==> src/rtl/fdsfb_pkg.sv <==
package fdsfb_pkg;

    // Request kinds carried on the input tuser field.
    localparam logic [1:0] OP_NUMBER = 2'd0;
    localparam logic [1:0] OP_TIME   = 2'd1;
    localparam logic [1:0] OP_DIGIT  = 2'd2;
    localparam logic [1:0] OP_CLEAR  = 2'd3;

    // Controller command bytes and the colon segment.
    localparam logic [7:0] CMD_DATA  = 8'h40;
    localparam logic [7:0] CMD_ADDR  = 8'hC0;
    localparam logic [7:0] CMD_CTRL  = 8'h88;
    localparam logic [7:0] COLON_BIT = 8'h80;

    // Number shown when a time request carries an hour or minute out of range.
    localparam logic [15:0] TIME_ERROR = 16'd9999;

    // Four segment bytes of one request, units position first.
    typedef struct packed {
        logic [7:0] seg3;
        logic [7:0] seg2;
        logic [7:0] seg1;
        logic [7:0] seg0;
    } seg_frame_t;

    // Segment pattern of one decimal digit for the reversed display.
    function automatic logic [7:0] seg_code(input logic [3:0] digit);
        logic [7:0] code;
        case (digit)
            4'd0:    code = 8'h3F;
            4'd1:    code = 8'h30;
            4'd2:    code = 8'h5B;
            4'd3:    code = 8'h79;
            4'd4:    code = 8'h74;
            4'd5:    code = 8'h6D;
            4'd6:    code = 8'h6F;
            4'd7:    code = 8'h38;
            4'd8:    code = 8'h7F;
            4'd9:    code = 8'h7C;
            default: code = 8'h00;
        endcase
        return code;
    endfunction

endpackage

==> src/rtl/fdsfb_digit_pipe.sv <==
module fdsfb_digit_pipe (
    input  logic                   clk,
    input  logic                   rst_n,
    input  logic                   in_valid,
    output logic                   in_ready,
    input  logic [1:0]             in_op,
    input  logic [15:0]            in_value,
    input  logic [5:0]             in_hour,
    input  logic [6:0]             in_minute,
    output logic                   out_valid,
    input  logic                   out_ready,
    output fdsfb_pkg::seg_frame_t  out_frame
);
    import fdsfb_pkg::*;

    // Stage handshake: a stage moves when it is empty or the next one moves.
    logic a_adv, b_adv, c_adv, d_adv, e_adv;
    logic a_vld_reg, b_vld_reg, c_vld_reg, d_vld_reg, e_vld_reg;

    assign e_adv    = !e_vld_reg || out_ready;
    assign d_adv    = !d_vld_reg || e_adv;
    assign c_adv    = !c_vld_reg || d_adv;
    assign b_adv    = !b_vld_reg || c_adv;
    assign a_adv    = !a_vld_reg || b_adv;
    assign in_ready = a_adv;

    always_ff @(posedge clk or negedge rst_n)
    begin
        if (!rst_n)
        begin
            a_vld_reg <= 1'b0;
            b_vld_reg <= 1'b0;
            c_vld_reg <= 1'b0;
            d_vld_reg <= 1'b0;
            e_vld_reg <= 1'b0;
        end
        else
        begin
            if (a_adv) a_vld_reg <= in_valid;
            if (b_adv) b_vld_reg <= a_vld_reg;
            if (c_adv) c_vld_reg <= b_vld_reg;
            if (d_adv) d_vld_reg <= c_vld_reg;
            if (e_adv) e_vld_reg <= d_vld_reg;
        end
    end

    // Stage A: reduce every request to a number plus blanking and colon flags.
    // A valid time becomes hour * 100 + minute so the common digit split applies.
    logic [15:0] a_num_next, a_num_reg;
    logic [3:0]  a_blank_next, a_blank_reg;
    logic        a_colon_next, a_colon_reg;
    logic        time_ok;
    logic [15:0] time_num;

    assign time_ok  = (in_hour <= 6'd23) && (in_minute <= 7'd59);
    assign time_num = 16'(in_hour) * 16'd100 + 16'(in_minute);

    always_comb
    begin
        a_num_next   = in_value;
        a_blank_next = 4'b0000;
        a_colon_next = 1'b0;
        case (in_op)
            OP_NUMBER:
            begin
                a_num_next = in_value;
            end
            OP_TIME:
            begin
                a_num_next   = time_ok ? time_num : TIME_ERROR;
                a_colon_next = time_ok;
            end
            OP_DIGIT:
            begin
                a_num_next   = (in_value > 16'd9) ? 16'd9 : in_value;
                a_blank_next = 4'b1110;
            end
            default:
            begin
                a_num_next   = 16'd0;
                a_blank_next = 4'b1111;
            end
        endcase
    end

    // Stage B: hundreds and thousands quotients by reciprocal multiplication.
    logic [15:0] b_num_next, b_num_reg;
    logic [9:0]  b_q100_next, b_q100_reg;
    logic [6:0]  b_q1000_next, b_q1000_reg;
    logic [3:0]  b_blank_reg;
    logic        b_colon_reg;
    logic [32:0] prod_q100;
    logic [32:0] prod_q1000;

    assign prod_q100    = 33'(a_num_reg) * 33'd83887;
    assign prod_q1000   = 33'(a_num_reg) * 33'd67109;
    assign b_num_next   = a_num_reg;
    assign b_q100_next  = prod_q100[32:23];
    assign b_q1000_next = prod_q1000[32:26];

    // Stage C: remainder below one hundred, and thousands divided by ten.
    logic [6:0]  c_r100_next, c_r100_reg;
    logic [9:0]  c_q100_reg;
    logic [6:0]  c_q1000_reg;
    logic [2:0]  c_v_next, c_v_reg;
    logic [3:0]  c_blank_reg;
    logic        c_colon_reg;
    logic [15:0] q100_times;
    logic [10:0] prod_v;

    assign q100_times  = 16'(b_q100_reg) * 16'd100;
    assign c_r100_next = 7'(b_num_reg - q100_times);
    assign prod_v      = 11'(b_q1000_reg) * 11'd13;
    assign c_v_next    = prod_v[9:7];

    // Stage D: tens quotients and the thousands digit.
    logic [3:0]  d_u1_next, d_u1_reg;
    logic [6:0]  d_t_next, d_t_reg;
    logic [3:0]  d_d3_next, d_d3_reg;
    logic [6:0]  d_r100_reg;
    logic [9:0]  d_q100_reg;
    logic [3:0]  d_blank_reg;
    logic        d_colon_reg;
    logic [14:0] prod_u1;
    logic [17:0] prod_t;
    logic [6:0]  v_times;

    assign prod_u1   = 15'(c_r100_reg) * 15'd205;
    assign prod_t    = 18'(c_q100_reg) * 18'd205;
    assign d_u1_next = prod_u1[14:11];
    assign d_t_next  = prod_t[17:11];
    assign v_times   = {1'b0, c_v_reg, 3'b000} + {3'b000, c_v_reg, 1'b0};
    assign d_d3_next = 4'(c_q1000_reg - v_times);

    // Stage E: remaining digits and the segment patterns.
    seg_frame_t  e_frame_next, e_frame_reg;
    logic [6:0]  u1_times;
    logic [9:0]  t_times;
    logic [3:0]  dig0, dig2;
    logic [7:0]  colon_seg;

    assign u1_times  = {d_u1_reg, 3'b000} + {2'b00, d_u1_reg, 1'b0};
    assign t_times   = {d_t_reg, 3'b000} + {2'b00, d_t_reg, 1'b0};
    assign dig0      = 4'(d_r100_reg - u1_times);
    assign dig2      = 4'(d_q100_reg - t_times);
    assign colon_seg = d_colon_reg ? COLON_BIT : 8'h00;

    always_comb
    begin
        e_frame_next.seg0 = d_blank_reg[0] ? 8'h00 : seg_code(dig0);
        e_frame_next.seg1 = d_blank_reg[1] ? 8'h00 : (seg_code(d_u1_reg) | colon_seg);
        e_frame_next.seg2 = d_blank_reg[2] ? 8'h00 : seg_code(dig2);
        e_frame_next.seg3 = d_blank_reg[3] ? 8'h00 : seg_code(d_d3_reg);
    end

    always_ff @(posedge clk)
    begin
        if (a_adv)
        begin
            a_num_reg   <= a_num_next;
            a_blank_reg <= a_blank_next;
            a_colon_reg <= a_colon_next;
        end
        if (b_adv)
        begin
            b_num_reg   <= b_num_next;
            b_q100_reg  <= b_q100_next;
            b_q1000_reg <= b_q1000_next;
            b_blank_reg <= a_blank_reg;
            b_colon_reg <= a_colon_reg;
        end
        if (c_adv)
        begin
            c_r100_reg  <= c_r100_next;
            c_q100_reg  <= b_q100_reg;
            c_q1000_reg <= b_q1000_reg;
            c_v_reg     <= c_v_next;
            c_blank_reg <= b_blank_reg;
            c_colon_reg <= b_colon_reg;
        end
        if (d_adv)
        begin
            d_u1_reg    <= d_u1_next;
            d_t_reg     <= d_t_next;
            d_d3_reg    <= d_d3_next;
            d_r100_reg  <= c_r100_reg;
            d_q100_reg  <= c_q100_reg;
            d_blank_reg <= c_blank_reg;
            d_colon_reg <= c_colon_reg;
        end
        if (e_adv)
        begin
            e_frame_reg <= e_frame_next;
        end
    end

    assign out_valid = e_vld_reg;
    assign out_frame = e_frame_reg;

endmodule

==> src/rtl/four_digit_segment_frame_builder.sv <==
// Builds the command byte stream for a four-digit segment display controller.
// Each request on the slave stream (a number, an hour:minute time, a single
// compartment digit, or a clear) becomes seven bytes on the master stream:
// the data command alone in its own frame, the address command followed by
// four segment bytes (units digit first, for a display mounted reversed),
// and the display control command carrying the brightness, again framed on
// its own. A request passes through the registered stages A to E of the
// digit pipeline, and the byte sequencer then sends one byte per cycle while
// the receiver is ready, sending the seven bytes of each request in turn. The
// pipeline keeps accepting requests while the sequencer is still sending the
// bytes of an earlier one. The brightness register resets to 7 and is written
// through the configuration channel, which is always ready.
module four_digit_segment_frame_builder (
    input  logic        clk,
    input  logic        rst_n,
    // Request stream.
    input  logic        s_tvalid,
    output logic        s_tready,
    input  logic [31:0] s_tdata,    // value [15:0], hour [21:16], minute [28:22], zero [31:29]
    input  logic [1:0]  s_tuser,    // op [1:0]
    // Byte stream towards the serial bus engine.
    output logic        m_tvalid,
    input  logic        m_tready,
    output logic [7:0]  m_tdata,    // bus_byte [7:0]
    output logic [1:0]  m_tuser,    // frame_start [0], frame_end [1]
    output logic        m_tlast,
    // Brightness register write channel.
    input  logic        cfg_valid,
    output logic        cfg_ready,
    input  logic [2:0]  cfg_data
);
    import fdsfb_pkg::*;

    // Position of the byte being sent within the seven-byte request.
    localparam logic [2:0] BYTE_DATA = 3'd0;
    localparam logic [2:0] BYTE_ADDR = 3'd1;
    localparam logic [2:0] BYTE_SEG0 = 3'd2;
    localparam logic [2:0] BYTE_SEG1 = 3'd3;
    localparam logic [2:0] BYTE_SEG2 = 3'd4;
    localparam logic [2:0] BYTE_SEG3 = 3'd5;
    localparam logic [2:0] BYTE_CTRL = 3'd6;

    logic       pipe_valid;
    logic       pipe_ready;
    seg_frame_t pipe_frame;

    fdsfb_digit_pipe u_digit_pipe (
        .clk       (clk),
        .rst_n     (rst_n),
        .in_valid  (s_tvalid),
        .in_ready  (s_tready),
        .in_op     (s_tuser),
        .in_value  (s_tdata[15:0]),
        .in_hour   (s_tdata[21:16]),
        .in_minute (s_tdata[28:22]),
        .out_valid (pipe_valid),
        .out_ready (pipe_ready),
        .out_frame (pipe_frame)
    );

    // Brightness register. Writes must arrive only while the block is idle, which
    // the block does not enforce; the control byte reads it at the moment it is sent.
    logic [2:0] bright_reg, bright_next;

    assign cfg_ready   = 1'b1;
    assign bright_next = cfg_valid ? cfg_data : bright_reg;

    // Byte sequencer. It holds one frame of segment bytes and walks through
    // the seven bytes. A new frame is loaded as soon as the last byte of the
    // current one is taken, so consecutive requests leave no gap on the bus.
    seg_frame_t frame_reg, frame_next;
    logic [2:0] cnt_reg, cnt_next;
    logic       busy_reg, busy_next;
    logic       byte_take;
    logic       last_take;
    logic       load;

    assign byte_take  = busy_reg && m_tready;
    assign last_take  = byte_take && (cnt_reg == BYTE_CTRL);
    assign pipe_ready = !busy_reg || last_take;
    assign load       = pipe_valid && pipe_ready;

    always_comb
    begin
        frame_next = frame_reg;
        cnt_next   = cnt_reg;
        busy_next  = busy_reg;
        if (load)
        begin
            frame_next = pipe_frame;
            cnt_next   = BYTE_DATA;
            busy_next  = 1'b1;
        end
        else if (last_take)
        begin
            busy_next = 1'b0;
        end
        else if (byte_take)
        begin
            cnt_next = cnt_reg + 3'd1;
        end
    end

    always_ff @(posedge clk or negedge rst_n)
    begin
        if (!rst_n)
        begin
            cnt_reg    <= BYTE_DATA;
            busy_reg   <= 1'b0;
            bright_reg <= 3'd7;
        end
        else
        begin
            cnt_reg    <= cnt_next;
            busy_reg   <= busy_next;
            bright_reg <= bright_next;
        end
    end

    always_ff @(posedge clk)
    begin
        frame_reg <= frame_next;
    end

    // Byte contents and framing marks for the current position.
    logic [7:0] byte_out;
    logic       start_out;
    logic       end_out;

    always_comb
    begin
        byte_out  = 8'h00;
        start_out = 1'b0;
        end_out   = 1'b0;
        case (cnt_reg)
            BYTE_DATA:
            begin
                byte_out  = CMD_DATA;
                start_out = 1'b1;
                end_out   = 1'b1;
            end
            BYTE_ADDR:
            begin
                byte_out  = CMD_ADDR;
                start_out = 1'b1;
            end
            BYTE_SEG0: byte_out = frame_reg.seg0;
            BYTE_SEG1: byte_out = frame_reg.seg1;
            BYTE_SEG2: byte_out = frame_reg.seg2;
            BYTE_SEG3:
            begin
                byte_out = frame_reg.seg3;
                end_out  = 1'b1;
            end
            BYTE_CTRL:
            begin
                byte_out  = CMD_CTRL | {5'b00000, bright_reg};
                start_out = 1'b1;
                end_out   = 1'b1;
            end
            default: byte_out = 8'h00;
        endcase
    end

    assign m_tvalid = busy_reg;
    assign m_tdata  = byte_out;
    assign m_tuser  = {end_out, start_out};
    assign m_tlast  = (cnt_reg == BYTE_CTRL);

`ifndef SYNTHESIS
    // The byte counter never runs past the control byte.
    assert property (@(posedge clk) disable iff (!rst_n) cnt_reg <= BYTE_CTRL)
        else $error("byte counter out of range");

    // After the last byte of a request, the next byte shown opens a new request.
    assert property (@(posedge clk) disable iff (!rst_n)
        (m_tvalid && m_tready && m_tlast) |=> (!m_tvalid || m_tdata == CMD_DATA))
        else $error("request did not restart with the data command");

    // The last byte is always the framed display control command.
    assert property (@(posedge clk) disable iff (!rst_n)
        (m_tvalid && m_tlast) |-> (m_tdata[7:3] == CMD_CTRL[7:3] && m_tuser == 2'b11))
        else $error("last byte is not the display control command");

    // A frame is taken from the pipeline only when the sequencer is free.
    assert property (@(posedge clk) disable iff (!rst_n)
        load |-> (!busy_reg || last_take))
        else $error("frame loaded while the sequencer was busy");
`endif

endmodule

==> config.mk <==
export PLATFORM = sky130hd
export DESIGN_NAME = four_digit_segment_frame_builder
export DESIGN_NICKNAME = d
export VERILOG_FILES = /design/src/rtl/fdsfb_pkg.sv /design/src/rtl/fdsfb_digit_pipe.sv /design/src/rtl/four_digit_segment_frame_builder.sv
export SDC_FILE = /design/constraint.sdc
export NUM_CORES = 1
export LEC_CHECK = 0
export BUFFER_PORTS_ARGS = -buffer_cell sky130_fd_sc_hd__buf_4
export CORE_MARGIN = 3
export CORE_UTILIZATION = 55
export DETAILED_ROUTE_END_ITERATION = 8
export PLACE_DENSITY = 0.7
export SYNTH_ARGS = -nofsm -noshare
export SYNTH_HDL_FRONTEND = slang
export SYNTH_SLANG_ARGS = --single-unit
==> constraint.sdc <==
create_clock -name clk -period 6.6 [get_ports clk]
set_input_delay 0.66 -clock clk [delete_from_list [all_inputs] [get_ports clk]]
set_output_delay 0.66 -clock clk [all_outputs]
set_load 0.02 [all_outputs]
Word level (Yosys, flattened, before mapping)
Memories as Yosys holds them, arrays and structs flattened. A register that Yosys moved wholly into a read port is not among the register bits.
Index checks and enable logic that the tools add are counted.
{ "word_totals": {"ff_bits": 179, "mem_bits_ro": 448, "inputBits": 42, "out_inout_bits": 14, "wordCells": 108, "memories": 4} }
{ "classes": {"add_sub_neg": 9, "mul": 7, "order_cmp": 3, "eq_ne": 9, "n_mux": 14, "bitwise_logic": 1, "n_reduce_logical": 24} }
{ "memory_table": {"columns": ["memory", "words", "width", "read_ports", "rd_ports_with_merged_regs", "wr", "line_no", "source"], "rows": [
  ["(no name shown)", 16, 7, 1, 1, 0, "fdsfb_pkg.sv:29", "case (digit)"],
  ["(no name shown)", 16, 7, 1, 1, 0, "fdsfb_pkg.sv:29", null],
  ["(no name shown)", 16, 7, 1, 1, 0, "fdsfb_pkg.sv:29", null],
  ["(no name shown)", 16, 7, 1, 1, 0, "fdsfb_pkg.sv:29", null]
]} }
{ "ops": {"columns": ["cell", "count"], "rows": [
  ["multiplier 16 x 17 -> 33 bit (second input constant)", 2],
  ["one-hot mux 8 bit (7 select lines)", 1],
  ["one-hot mux 16 bit (3 select lines)", 1],
  ["2-to-1 mux 16 bit", 2],
  ["greater-than comparator 16 x 4 -> 1 bit (second input constant)", 1],
  ["multiplier 7 x 8 -> 15 bit (second input constant)", 1],
  ["adder 13 x 7 -> 14 bit", 1],
  ["multiplier 10 x 8 -> 14 bit (second input constant)", 1],
  ["adder 4 bit", 3],
  ["subtractor 4 bit", 3],
  ["multiplier 6 x 5 -> 11 bit (second input constant)", 1],
  ["multiplier 10 x 5 -> 5 bit (second input constant)", 1],
  ["multiplier 7 x 4 -> 10 bit (second input constant)", 1],
  ["equality test 3 bit (second input constant)", 3],
  ["2-to-1 mux 3 bit", 3],
  ["2-to-1 mux 8 bit", 1],
  ["bitwise OR 8 bit", 1],
  ["one-hot mux 4 bit (2 select lines)", 1],
  ["<= comparator 7 x 6 -> 1 bit (second input constant)", 1],
  ["subtractor 7 bit", 1],
  ["equality test 3 x 2 -> 1 bit (second input constant)", 2],
  ["<= comparator 6 x 5 -> 1 bit (second input constant)", 1],
  ["logical NOT 1 bit", 6],
  ["logical OR 1 bit", 6],
  ["other kinds (14)", 22]
]} }

Depth between registers and ports, before layout
{ "logic_depth": {"word_depth": 8, "depth_mapped": 20, "mapped_depth_nobuf": 20} }

Modules after synthesis
From an unflattened synthesis, not the netlist that was laid out.
{ "unflattened": {"hier_cells": 1643, "hier_area_um2": 18210.0} }
{ "modules_own_cells": {"columns": ["module", "instances", "cells_each", "area_per_inst_um2", "seq_area_each_um2"], "rows": [
  ["fdsfb_digit_pipe", 1, 1532, 16563.4, 3988.8],
  ["four_digit_segment_frame_builder", 1, 111, 1646.6, 1139.8]
]} }

Worst setup path after synthesis
Ideal clock, no wire load.
{ "synth_timing": {"path_type": "register -> register", "start": "register u_digit_pipe.a_num_reg[14]", "end": "register u_digit_pipe.b_q100_reg[9] (data pin)", "setup_time_ns": 0.261, "t_arrival_ns": 5.505, "t_required_ns": 6.339, "path_slack_ns": 0.834, "path_stages_with_launch": 16, "path_buffers": 0, "synth_period_minus_slack_ns": 5.766, "cell_sequence": "edfxtp_1 -> fa_1 -> fa_1 -> fa_1 -> fa_1 -> fa_1 -> inv_1 -> fa_1 -> inv_1 -> ha_1 -> a21oi_1 -> o21ai_0 -> a221o_1 -> a221oi_2 -> nor4_1 -> a311o_1"} }
{ "synth_via": {"elab_chain_len": 1} }
{ "synth_rtl": {"columns": ["element", "line_no", "source"], "rows": [
  ["from (decl)", "fdsfb_digit_pipe.sv:49", "logic [15:0] a_num_next, a_num_reg;"],
  ["from (signal assigned)", "fdsfb_digit_pipe.sv:160", "a_num_reg <= a_num_next;"],
  ["multiplier 16 x 17 -> 33 bit", "fdsfb_digit_pipe.sv:95", "assign prod_q100 = 33'(a_num_reg) * 33'd83887;"],
  ["net u_digit_pipe.prod_q100[32]", "fdsfb_digit_pipe.sv:92", "logic [32:0] prod_q100;"],
  ["to (signal assigned)", "fdsfb_digit_pipe.sv:167", "b_q100_reg <= b_q100_next;"],
  ["to (decl)", "fdsfb_digit_pipe.sv:88", "logic [9:0] b_q100_next, b_q100_reg;"]
]} }
The timed path passes the listed nets, and every way through them passes these cells.
A chain may end at the register's enable or synchronous reset.

Worst setup path after layout
{ "layout_timing": {"start": "register u_digit_pipe.a_num_reg[10]", "end": "register u_digit_pipe.b_q100_reg[9] (data pin)"} }
Same word-level chain as after synthesis.

==> impl_metrics.toml <==
[drt]
avgRoutedWirePerCell_um = 16.83
drc = 0
drt_iter0_markers = 608
vias = 12050
drt-total-wl_mm = 37.45
first_pass_iters = 5
vias_per_cell = 5.413
drtAntennaViolNets = 0

[worst_setup_path]
path_cells = "fa_1 > fa_1 > inv_1 > fa_1 > inv_1 > fa_1 > fa_1 > fa_1 > ha_1 > a21oi_1 > o221ai_1 > a221o_1 > a221oi_4 > nor4_1 > a311o_1"
reg2reg_setup_slack_ns = 0.30
r2r-end = "u_digit_pipe.b_q100_reg[9]"
endpoint_kind = "register"
crit_start = "u_digit_pipe.a_num_reg[10]"
cp-start-kind = "register"
cp_common_cell = "fa_1"
required_ns = 6.76
cp_max_fo = 9
crit_path_end = "u_digit_pipe.b_q100_reg[9]"
reg2regPathDepth = 15
timing.rr.start = "u_digit_pipe.a_num_reg[10]"
critical_path_class = "reg2reg"
slowest_stage = "fa_1"
max_stage_delay_ns = 0.65
crit_arrival_ns = 6.46

[clocking]
cts_tree = "yes"
clk_latency_ns = 0.43
cts_setup_buffers = 0
cts_inserted_buffers = 17
ctsResizeCount = 0
root_buffer = "clkbuf_16"
cts.htree.levels = 4
path_clk_slew_ns = 0.08
cts.sinks = 172
hold_buffers = 0
clock_path_buffers = 2

[global_route]
grt-ovfl-total = 0
grt_first_pass_wirelength_mm = 62.51
grt_max_degree = 31
grt_pass1_vias = 12630
grtUsageTotal = 0.2200
antenna_found_initial = 0

[layout]
antenna_cells = 0
fillers = 2658
syn2layout_area_growth_pct = 8.670
fin_nets = 2377
drive_above_1_share = 0.07007

[synthesis]
syn_nets = 2309
syn_avg_cell_area_sq_um = 10.81
ys.warnings.count = 0
synthFlopType = "edfxtp_1"
synth-seq-cells = 172
synth-edff-count = 153
synthCells = 1703
yosysTopAreaCellShare = 0.2697
yosysUniqueCellTypes = 74
synth_area_leader_cell = "ha_1"
synth_area_sq_um = 18420
synth_seq_area_share = 0.2736
async_flop_share = 0.06977
synthTopCellsByArea = "ha_1 (27%), edfxtp_1 (25%), fa_1 (18%)"

[place]
pre_cts_ws_ns = 0.3465
port_buffers = 51
routabilityCongestion = 0.9434
hpwlAfterDp_mm = 31.33

[die]
initial_core_util = 0.5617
fp.dieH_um = 189.0
core_area_sq_um = 32780
die-area_sq_um = 35710
die_w_um = 189.0
row_count = 66
io_pins = 56

[sta]
setup_viol = 0
post-route-period-util = 0.9547
period_needed_ns = 6.301
setup-tns-final_ns = 0
maxSlewViolCount = 0
hold_viol_final = 0
slew_headroom = 0.4451
fin_ws_ns = 0.2993
fmax_ghz = 0.1587
fin_skew_ns = 0.01625
worst_pin_slew_ns = 0.8253
grt_setup_unrepaired = "no"
hold_ws_ns = 0.06498

[worst_hold_path]
hold_path.class = "in2async"

[outcome]
status = "complete, no violations"

[flow_run]
maxCapViolCount = 0
area by class of cell:
| type | count | area (sq um) | share of cell area |
|---|---|---|---|
| multi-input cells | 1138 | 11900 | 0.5948 |
| flip-flops and latches | 172 | 5039 | 0.2518 |
| inverters | 370 | 1389 | 0.06940 |
| well taps | 442 | 553.0 | 0.02764 |
| repair buffers | 72 | 540.5 | 0.02701 |
| clock buffers | 22 | 496.7 | 0.02482 |
| clock inverters | 10 | 91.34 | 0.004564 |
cell usage after synthesis, drive strengths merged (17+ instances only):
cell type  number
ha            397
inv           370
fa            167
edfxtp        153
a21oi          84
nand2          66
nor2           53
o21ai          42
xnor2          37
a21o           29
nand3          26
xor2           23
clkbuf         18
nor2b          17
placed cells by master, fill, tap and decap left out, drive strengths merged, types with 7 or more instances in the layout:
cell type,instances
clkbuf,22
xnor2,37
and3,7
mux2i,13
buf,72
dfxtp,7
a211oi,12
nand2,66
nor3,10
and2,11
nand2b,11
fa,167
or2,8
nand3,26
nor2b,17
o21a,11
xor2,23
ha,397
edfxtp,153
a21o,29
nor2,53
o21ai,42
a22oi,8
dfrtp,9
o211ai,7
nand4,16
inv,376
a21oi,84
critical path: cells and delay by family, from the launching register on:
kind	cells	cell delay, ns
flip-flops	1	0.64
AO/OA/AOI/OAI	5	1.50
buffers and inverters	2	0.12
AND/OR/NAND/NOR	1	0.13
adder cells (fa/ha/maj)	7	3.64
routing by layer:
layer  up-vias  track usage  wire length, um
li1       5905            -                -
met1      5848       0.2671            15610
met2       241       0.4045            19380
met3        55      0.03074             1433
met4         0      0.06875             1035
met5         -            0                0
through the flow:
step                        util  instance area [sq um]  cells
after floorplan                -                  18420   1703
after global placement    0.5921                  19410   2194
after detailed placement  0.5921                  19410   2194
after CTS                 0.6101                  20000   2226
after global routing      0.6104                  20010   2226
final                     0.6104                  20010   2226
how the worst min path moves through the flow:
stage	startpoint	slack, ns	end	cells after the start
finish	rst_n	0.06	u_digit_pipe.c_vld_reg	1
global route	rst_n	0.05	cnt_reg[2]	1
CTS	rst_n	0.05	cnt_reg[1]	1
detailed placement	u_digit_pipe.out_frame[14]	0.40	frame_reg[14]	0
global placement	u_digit_pipe.b_blank_reg[2]	0.40	u_digit_pipe.c_blank_reg[2]	0
floorplan	rst_n	0.36	cnt_reg[0]	0
cell families after synthesis:
logic type               synth area share
adder cells (fa/ha/maj)            0.4513
buffers and inverters             0.08085
AO/OA/AOI/OAI                     0.09003
AND/OR/NAND/NOR                   0.06591
flip-flops                         0.2736
XOR/XNOR                          0.02854
multiplexers                     0.009580
other                           0.0002036
Power is left out: the tool's default activity adds up to more than one toggle a clock period on the data nets, which glitch-free logic cannot reach.
